==> src/design/sem_pkg.sv <==
// ----------------------------------------------------------------------------
// sem_pkg
// shared types, constants and kernel coefficients for the sobel edge core
// ----------------------------------------------------------------------------
package sem_pkg;

  localparam int MAX_WIDTH  = 1024;
  localparam int MAX_HEIGHT = 1024;

  localparam int DIM_W   = $clog2(((MAX_WIDTH > MAX_HEIGHT) ? MAX_WIDTH : MAX_HEIGHT) + 1);
  localparam int CNT_W   = $clog2(MAX_WIDTH * MAX_HEIGHT + 1);
  localparam int HIST_AW = $clog2(2 * MAX_WIDTH + 4);
  localparam int HIST_DEPTH = 1 << HIST_AW;
  localparam int PIX_W   = 24;
  localparam int TAP_W   = 4;
  localparam int TAPS    = 9;

  localparam logic [DIM_W-1:0] WIDTH_RST  = DIM_W'(640);
  localparam logic [DIM_W-1:0] HEIGHT_RST = DIM_W'(480);

  localparam logic REG_WIDTH  = 1'b0;
  localparam logic REG_HEIGHT = 1'b1;

  localparam logic ACT_PIXEL = 1'b0;
  localparam logic ACT_FLUSH = 1'b1;

  typedef struct packed {
    logic             store;
    logic             clear_acc;
    logic             issue;
    logic             acc;
    logic [TAP_W-1:0] tap;
    logic             sq_x;
    logic             sq_y;
    logic             root;
    logic [2:0]       bit_idx;
    logic             round;
    logic [1:0]       ch;
    logic             load;
  } sem_cmd_t;

  typedef struct packed {
    logic full;
    logic pend;
    logic emit_pix;
    logic out_busy;
  } sem_stat_t;

  function automatic logic signed [2:0] coef_x(input logic [TAP_W-1:0] k);
    logic signed [2:0] c;
    case (k)
      4'd0, 4'd6: c = -3'sd1;
      4'd2, 4'd8: c = 3'sd1;
      4'd3:       c = -3'sd2;
      4'd5:       c = 3'sd2;
      default:    c = 3'sd0;
    endcase
    return c;
  endfunction

  function automatic logic signed [2:0] coef_y(input logic [TAP_W-1:0] k);
    logic signed [2:0] c;
    case (k)
      4'd0, 4'd2: c = -3'sd1;
      4'd1:       c = -3'sd2;
      4'd6, 4'd8: c = 3'sd1;
      4'd7:       c = 3'sd2;
      default:    c = 3'sd0;
    endcase
    return c;
  endfunction

endpackage

==> src/design/sem_ctrl.sv <==
// ----------------------------------------------------------------------------
// sem_ctrl
// sequencer: stores pixels, fetches the window, runs the root per channel
// ----------------------------------------------------------------------------
module sem_ctrl (
  input  logic                clk,
  input  logic                rst,
  input  logic                s_tvalid,
  input  logic                s_tuser,
  output logic                s_tready,
  input  sem_pkg::sem_stat_t  stat,
  output sem_pkg::sem_cmd_t   cmd
);

  typedef enum logic [2:0] {
    IDLE, FETCH, SQX, SQY, ROOT, ROUND, LOAD
  } state_t;

  state_t                    state;
  logic [sem_pkg::TAP_W-1:0] k;
  logic [2:0]                bit_idx;
  logic [1:0]                ch;
  logic                      go;

  assign s_tready = (state == IDLE);

  always_comb begin
    if (s_tuser == sem_pkg::ACT_PIXEL) begin
      go = !stat.full && stat.emit_pix;
    end else begin
      go = stat.full && stat.pend;
    end
  end

  always_comb begin
    cmd           = '0;
    cmd.tap       = k;
    cmd.bit_idx   = bit_idx;
    cmd.ch        = ch;
    cmd.store     = (state == IDLE) && s_tvalid && (s_tuser == sem_pkg::ACT_PIXEL)
                    && !stat.full;
    cmd.clear_acc = (state == IDLE) && s_tvalid && go;
    cmd.issue     = (state == FETCH) && (k < sem_pkg::TAP_W'(sem_pkg::TAPS));
    cmd.acc       = (state == FETCH) && (k != '0);
    cmd.sq_x      = (state == SQX);
    cmd.sq_y      = (state == SQY);
    cmd.root      = (state == ROOT);
    cmd.round     = (state == ROUND);
    cmd.load      = (state == LOAD) && !stat.out_busy;
  end

  always_ff @(posedge clk) begin
    if (rst) begin
      state   <= IDLE;
      k       <= '0;
      bit_idx <= '0;
      ch      <= '0;
    end else begin
      case (state)
        IDLE: begin
          k <= '0;
          if (s_tvalid && go) begin
            state <= FETCH;
          end
        end
        FETCH: begin
          k <= k + sem_pkg::TAP_W'(1);
          if (k == sem_pkg::TAP_W'(sem_pkg::TAPS)) begin
            ch    <= '0;
            state <= SQX;
          end
        end
        SQX: begin
          state <= SQY;
        end
        SQY: begin
          bit_idx <= 3'd7;
          state   <= ROOT;
        end
        ROOT: begin
          bit_idx <= bit_idx - 3'd1;
          if (bit_idx == '0) begin
            state <= ROUND;
          end
        end
        ROUND: begin
          if (ch == 2'd2) begin
            state <= LOAD;
          end else begin
            ch    <= ch + 2'd1;
            state <= SQX;
          end
        end
        LOAD: begin
          if (!stat.out_busy) begin
            state <= IDLE;
          end
        end
        default: begin
          state <= IDLE;
        end
      endcase
    end
  end

`ifndef SYNTHESIS
  a_tap_range: assert property (@(posedge clk) disable iff (rst)
    (state == FETCH) |-> (k <= sem_pkg::TAP_W'(sem_pkg::TAPS)))
    else $error("window fetch ran past last tap");
  a_store_idle: assert property (@(posedge clk) disable iff (rst)
    cmd.store |=> (state == IDLE || state == FETCH))
    else $error("pixel stored outside idle");
  a_ch_range: assert property (@(posedge clk) disable iff (rst)
    (state == ROUND) |-> (ch <= 2'd2))
    else $error("channel index out of range");
`endif

endmodule

==> config.mk <==
export PLATFORM = sky130hd
export DESIGN_NAME = sem_ctrl
export DESIGN_NICKNAME = d
export VERILOG_FILES = /design/src/design/sem_pkg.sv /design/src/design/sem_ctrl.sv
export SDC_FILE = /design/constraint.sdc
export NUM_CORES = 1
export LEC_CHECK = 0
export ABC_AREA = 1
export BUFFER_PORTS_ARGS = -buffer_cell sky130_fd_sc_hd__buf_4
export CAP_MARGIN = 5
export CORE_UTILIZATION = 45
export DETAILED_ROUTE_END_ITERATION = 7
export GPL_ROUTABILITY_DRIVEN = 0
export PLACE_DENSITY = 0.72
export SLEW_MARGIN = 10
export SYNTH_ARGS = -nofsm -noshare
export SYNTH_HDL_FRONTEND = slang
export SYNTH_SLANG_ARGS = --single-unit
==> constraint.sdc <==
create_clock -name clk -period 2.14 [get_ports clk]
set_input_delay 0.642 -clock clk [delete_from_list [all_inputs] [get_ports clk]]
set_output_delay 0.642 -clock clk [all_outputs]
set_load 0.005 [all_outputs]
# Word-level counts from Yosys, hierarchy flattened
# Index checks and enable logic that the tools add are counted.
# totals
reg_bits,12
latchBits,0
mem_bits_rw,0
rom_bits,0
input_bits,8
out_inout_bits,19
wordCells,54
mem_count,0
# op_classes
add_sub_neg,3
n_mul,0
div,0
n_lt_le_gt_ge,1
eq_ne,13
shift,0
muxes,12
bitwise_logic,1
reduce_logical,20
# ops
cell,count
$pmux W3 S7,1
$mux W3,5
$logic_and A1 B1 Y1,10
$eq A3 B3 Y1 const B,3
$pmux W4 S2,1
$eq A3 B2 Y1 const B,2
$logic_not A3 Y1,2
$ne A2 B1 Y1 const B,3
$pmux W3 S2,1
$reduce_bool A2 Y1,3
$add A4 B1 Y4 const B,1
$eq A4 B4 Y1 const B,1
$lt A4 B4 Y1 const B,1
$mux W2,2
$ne A2 B2 Y1 const B,2
$pmux W2 S2,1
$reduce_and A4 Y1,1
$reduce_bool A4 Y1,1
$eq A3 B1 Y1 const B,1
$reduce_and A3 Y1,1
$sub A3 B1 Y3 const B,1
$add A2 B1 Y2 const B,1
$eq A2 B2 Y1 const B,1
$logic_not A1 Y1,2
2 further kinds,2

# Longest topological paths before layout
# Gate-level depths: netlist of the first run.
# logic_depth
word_depth,6
depth_mapped,9
ltp_nobuf,9

# Least setup slack after synthesis of the first run
# OpenSTA, ideal clock, no wires.
# synth_path
kind,input port to output port
start,input s_tuser
end,output cmd[16] (netlist bit)
arrival_time_ps,1026
required_ps,1498
setup_slack_ps,472
cell_stages,5
path_buffers,0
cell_sequence,nor2_1 > nand2_1 > nand2_1 > nand2_1 > nor2_1
# synth_lines
element,line,source
start: declaration,sem_ctrl.sv:9,"input logic s_tuser,"
end: declaration,sem_ctrl.sv:12,output sem_pkg::sem_cmd_t cmd

==> impl_metrics.json, run 1 <==
{
  "status": "finished, final reports clean",
  "max_freq_ghz": 0.508,
  "drive_gt1_frac": 0.275,
  "finalPower_w": 0.00114,
  "via_per_inst": 4.75,
  "yosysWarnings": 0,
  "area_growth_syn_to_layout_pct": 27.6,
  "leakage_nw": 0.524,
  "sw_frac_of_total": 0.438,
  "syn_nets": 136,
  "htree_levels": 1,
  "crit_type": "reg2out",
  "die_w_um": 44.7,
  "drv_cap": 0,
  "route.vias.total": 827,
  "r2r_slack_ns": 0.77,
  "io_pins": 27,
  "netlist_area_um2": 822,
  "hold_class": "reg2reg",
  "synth-xor-area-share": 0,
  "antenna_found_initial": 0,
  "rsz0062_at_grt": "no",
  "timing.final.crit_share": 0.920,
  "numCtsBuffers": 3,
  "ys.flop_type": "dfxtp_1",
  "slew_violations": 0,
  "worstPathArrival_ns": 1.33,
  "core_mm2": 0.00173,
  "ys_seq_area_frac": 0.292,
  "fin_nets": 165,
  "cp_max_fo": 5,
  "initial_utilization": 0.476,
  "place_worst_setup_slack_ns": 0.212,
  "setup_viol_count_final": 0,
  "synthArstFlopShare": 0,
  "grt-ovfl-total": 0,
  "finalSetupTns_ns": 0,
  "synth_enable_flop_cells": 0,
  "rows": 15,
  "syn_inst": 122,
  "worstMarginPinSlew_ns": 0.259,
  "yosysTopAreaCellShare": 0.292,
  "placed_cells": 171,
  "avgSynthCellArea_um2": 6.74,
  "clk_pin_slew_ns": 0.08,
  "yosysUniqueCellTypes": 19,
  "min_period_ns": 1.97,
  "die_h_um": 44.7,
  "drc": 0,
  "wl_um": 1680,
  "p_clk_frac": 0.128,
  "yosys.area_share.simple": 0.344,
  "clockBufferDepth": 2,
  "max_stage_delay_ns": 0.42,
  "synth_commonest_cells": "21 x inv_1, 20 x nand2_1, 17 x nor2_1, 13 x a21oi_1, 12 x dfxtp_1",
  "synth.area.top_cells": "dfxtp_1 29%, inv_1 9.6%, ha_1 9.1%",
  "avgRoutedWirePerCell_um": 9.63,
  "crit_chain": "inv_1 -> ha_1 -> a21oi_1 -> nor2_1 -> buf_4",
  "synth_top_family_by_area": "simple AND/OR/NAND/NOR gates",
  "grtUsageTotal": 0.198,
  "num_antenna_cells": 0,
  "cp-start-kind": "flip-flop",
  "p_per_area_mw_per_mm2": 1090,
  "grt_pass1_vias": 738,
  "portBuffers": 26,
  "dr.first_iter.drc_count": 10,
  "root_buffer": "clkbuf_4",
  "synth_top_cell_by_area": "dfxtp_1",
  "cts_sinks": 12,
  "hpwl_um": 1330,
  "post-synth-top-count-cell": "inv_1",
  "seq_power_share": 0.345,
  "p_comb_frac": 0.527,
  "crit_path_end_kind": "primary output",
  "synth.area.mux_share": 0,
  "relSlewSlack": 0.827,
  "cts_tree": "done",
  "synth_fa_ha_area_frac": 0.0913,
  "fin_ws_ns": 0.172,
  "synth_compound_area_frac": 0.131,
  "cts_resized": 0,
  "power_switching_w": 0.000502,
  "grt_pass1_wl_um": 2940,
  "crit_path_top_delay_cell": "dfxtp_1",
  "ant_nets": 0,
  "synth_seq_cells": 12,
  "p_int_w": 0.000643,
  "cts_hold_buf": 0,
  "fin_cells": 174,
  "clock_latency_ns": 0.28,
  "cts_setup_buffers": 0,
  "grt_max_degree": 12,
  "ir_drop_mv": 0.653,
  "drtPass1Iterations": 4,
  "die-area_mm2": 0.00200,
  "cp.required_ns": 1.50,
  "skew_ns": 0.00256,
  "finalHoldViolCount": 0,
  "postLayoutCoreUtil": 0.607
}
==> flip-flops by register name, indices dropped and copies added, names as in the netlist <==
register,flops
ch,2
k,4
state,3
bit_idx,3
==> cell usage in the layout, fill, tap and decap left out <==
master / count
inv_2: 1
ha_1: 6
dfxtp_1: 9
a21oi_1: 13
nor2_1: 17
nand2_2: 2
nand3b_1: 1
nand4_1: 1
nor2_8: 1
nor2_2: 1
nor2_4: 1
nand2_1: 20
o21ai_0: 6
nand3_1: 8
clkbuf_4: 3
nor3_1: 4
inv_1: 21
a31oi_1: 2
dfxtp_2: 3
buf_4: 27
nand3_2: 2
==> worst max-delay path, delay by kind of cell, from the launching register on <==
kind                     cells  cell delay [ns]
flip-flops                   1             0.42
buffers and inverters        2             0.23
adder cells (fa/ha/maj)      1             0.21
AO/OA/AOI/OAI                1             0.14
AND/OR/NAND/NOR              1             0.05
==> path summary, 6_finish.rpt <==
check | startpoint | end | cells past startpoint
max | k[0] | cmd[15] | 5
max reg2reg | bit_idx[0] | state[0] | 8
min reg2reg | bit_idx[0] | bit_idx[0] | 1
min | bit_idx[0] | bit_idx[0] | 1
==> power by group through the flow <==
| stage | registers (W) | logic [W] | clock network, W |
|---|---|---|---|
| floorplan | 0.000345 | 0.000467 | 0 |
| global placement | 0.000394 | 0.000589 | 0 |
| detailed placement | 0.000396 | 0.000607 | 0 |
| CTS | 0.000391 | 0.000609 | 0.000152 |
| global route | 0.000409 | 0.000713 | 0.000155 |
| finish | 0.000395 | 0.000604 | 0.000146 |
==> through the flow <==
stage	instance area (um^2)	hold slack, ns
3_3_place_gp	1020	0.457
6_report	1050	0.481
3_5_place_dp	1020	0.465
4_1_cts	1040	0.485
5_1_grt	1050	0.522
2_1_floorplan	822	0.458
==> cells by family after synthesis <==
kind of cell               Yosys count
AOI/OAI and AO/OA                   21
and+or+nand+nor                     58
adders and majority gates            6
buffers and inverters               25
DFF                                 12
==> per-layer routing <==
metal,up-vias,share of wire,track usage
met1,361,0.45,0.228
met4,0,0,0.0364
met2,17,0.50,0.362
met3,0,0.047,0.0600
li1,449,-,-
met5,-,0,0
==> layout make-up <==
class / instances / area [um^2]
tap: 25 / 31.3
multi-input combinational: 85 / 465
fill: 176 / 678
timing repair buffer: 27 / 203
inverter: 22 / 82.6
clock buffer: 3 / 22.5
sequential: 12 / 244
Power figures use the tool's default switching activity.
==> run 2: changes to the inputs <==
--- a/config.mk
+++ b/config.mk
@@ -12,6 +12,7 @@
 export DETAILED_ROUTE_END_ITERATION = 7
 export GPL_ROUTABILITY_DRIVEN = 0
 export PLACE_DENSITY = 0.72
+export RECOVER_POWER = 50
 export SLEW_MARGIN = 10
 export SYNTH_ARGS = -nofsm -noshare
 export SYNTH_HDL_FRONTEND = slang
==> impl_metrics.json, run 2 (synthesis results as in run 1) <==
{
  "slew_violations": 0,
  "grtUsageTotal": 0.198,
  "portBuffers": 26,
  "postLayoutCoreUtil": 0.605,
  "ir_drop_mv": 0.655,
  "worstPathArrival_ns": 1.33,
  "dr_wl_met3_um": 77,
  "top_layer": "met3",
  "finalSetupTns_ns": 0,
  "leakage_nw": 0.518,
  "drc": 0,
  "status": "finished, final reports clean",
  "drv_cap": 0,
  "crit_path_end_kind": "primary output",
  "cts_tree": "done",
  "final_cell_mix": "21 x inv_1, 20 x nand2_1, 20 x buf_4",
  "setup_viol_count_final": 0,
  "io_pins": 27,
  "route.vias.total": 823,
  "p_per_area_mw_per_mm2": 1090,
  "top_register": "k",
  "antenna_found_initial": 0,
  "cts_hold_buf": 0,
  "worstMarginPinSlew_ns": 0.259,
  "grt_pass1_vias": 738,
  "via_per_inst": 4.73,
  "rows": 15,
  "drtPass1Iterations": 2,
  "num_antenna_cells": 0,
  "fin_nets": 165,
  "cp.required_ns": 1.50,
  "max_stage_delay_ns": 0.42,
  "root_buffer": "clkbuf_4",
  "die_w_um": 44.7,
  "cp_num_buf_inv": 2,
  "rsz0062_at_grt": "no",
  "area_growth_syn_to_layout_pct": 27.1,
  "path_delay_family": "flip-flops",
  "dr.first_iter.drc_count": 6,
  "seq_area_um2": 244,
  "hold_class": "reg2reg",
  "mostFrequentLayoutCell": "inv_1",
  "grt_pass1_wl_um": 2940,
  "largest_reg_flops": 4,
  "p_clk_frac": 0.128,
  "cp-start-kind": "flip-flop",
  "htree_levels": 1,
  "finalPower_w": 0.00114,
  "cts_sinks": 12,
  "crit_chain": "inv_1 -> ha_1 -> a21oi_1 -> nor2_1 -> buf_4",
  "p_int_w": 0.000639,
  "crit_type": "reg2out",
  "wl_um": 1690,
  "numCtsBuffers": 3,
  "max_freq_ghz": 0.506,
  "grt_max_degree": 12,
  "sw_frac_of_total": 0.440,
  "p_comb_frac": 0.526,
  "crit_path_top_delay_cell": "dfxtp_1",
  "timing.final.crit_share": 0.924,
  "initial_utilization": 0.476,
  "skew_ns": 0.00183,
  "clockBufferDepth": 2,
  "nFillCells": 178,
  "m1WireLength_um": 775,
  "avgRoutedWirePerCell_um": 9.70,
  "core_mm2": 0.00173,
  "ant_nets": 0,
  "clock_latency_ns": 0.28,
  "met2_length_um": 836,
  "reg.largest.list": "k: 4 flops, bit_idx: 3 flops, state: 3 flops",
  "power_switching_w": 0.000502,
  "seq_power_share": 0.347,
  "hpwl_um": 1330,
  "multiInputGateArea_um2": 465,
  "finalHoldViolCount": 0,
  "grt-ovfl-total": 0,
  "cp_max_fo": 5,
  "die-area_mm2": 0.00200,
  "die_h_um": 44.7,
  "drive_gt1_frac": 0.268,
  "min_period_ns": 1.98,
  "clk_pin_slew_ns": 0.08,
  "relSlewSlack": 0.827
}
[run 2: path summary, 6_finish.rpt]
| check | start | end | slack (ns) | depth (start not counted) |
|---|---|---|---|---|
| worst max-delay path | k[0] | cmd[15] | 0.16 | 5 |
| worst max register to register | bit_idx[0] | state[1] | 0.77 | 8 |
| worst min register to register | bit_idx[0] | bit_idx[0] | 0.48 | 1 |
| worst min-delay path | bit_idx[0] | bit_idx[0] | 0.48 | 1 |
[run 2: power groups by stage]
stage / clock [W] / sequential [W] / combinational, W
final: 0.000146 / 0.000395 / 0.000600
after global routing: 0.000155 / 0.000408 / 0.000710
after CTS: 0.000152 / 0.000391 / 0.000609
after detailed placement: 0 / 0.000396 / 0.000607
after global placement: 0 / 0.000394 / 0.000589
after floorplan: 0 / 0.000345 / 0.000467
[run 2: cell type report]
type | count | share of cell area
multi-input combinational | 85 | 0.446
sequential | 12 | 0.234
timing repair buffer | 27 | 0.190
inverter | 22 | 0.0790
tap | 25 | 0.0299
clock buffer | 3 | 0.0216
[run 2: what timing repair did]
| action | in CTS | in global routing |
|---|---|---|
| setup buffers | 0 | 0 |
| setup endpoints to repair | 0 | 2 |
| resized for setup | 0 | 3 |
[run 2: stage by stage]
| stage | cells | setup WS, ns | cell area [um^2] | hold WS, ns |
|---|---|---|---|---|
| 4_1_cts | 174 | 0.0997 | 1040 | 0.485 |
| 5_1_grt | 174 | 0.0616 | 1040 | 0.519 |
| 2_1_floorplan | 122 | 0.472 | 822 | 0.458 |
| 3_3_place_gp | 171 | 0.259 | 1020 | 0.457 |
| 6_report | 174 | 0.164 | 1040 | 0.480 |
| 3_5_place_dp | 171 | 0.212 | 1020 | 0.465 |
[run 2: per-layer routing]
| layer | up-vias | GRT usage |
|---|---|---|
| li1 | 447 | - |
| met1 | 360 | 0.228 |
| met2 | 16 | 0.362 |
| met3 | 0 | 0.0600 |
| met4 | 0 | 0.0364 |
| met5 | - | 0 |
[run 2: worst reg2reg max path, cell delays in order (launching register included)]
cell and delay [ns]:
dfxtp_1 0.37, inv_1 0.06, ha_1 0.20, ha_1 0.17, nand3b_1 0.15, nand2_1 0.07, nor2_2 0.07, a21oi_1 0.13
nor2_1 0.06
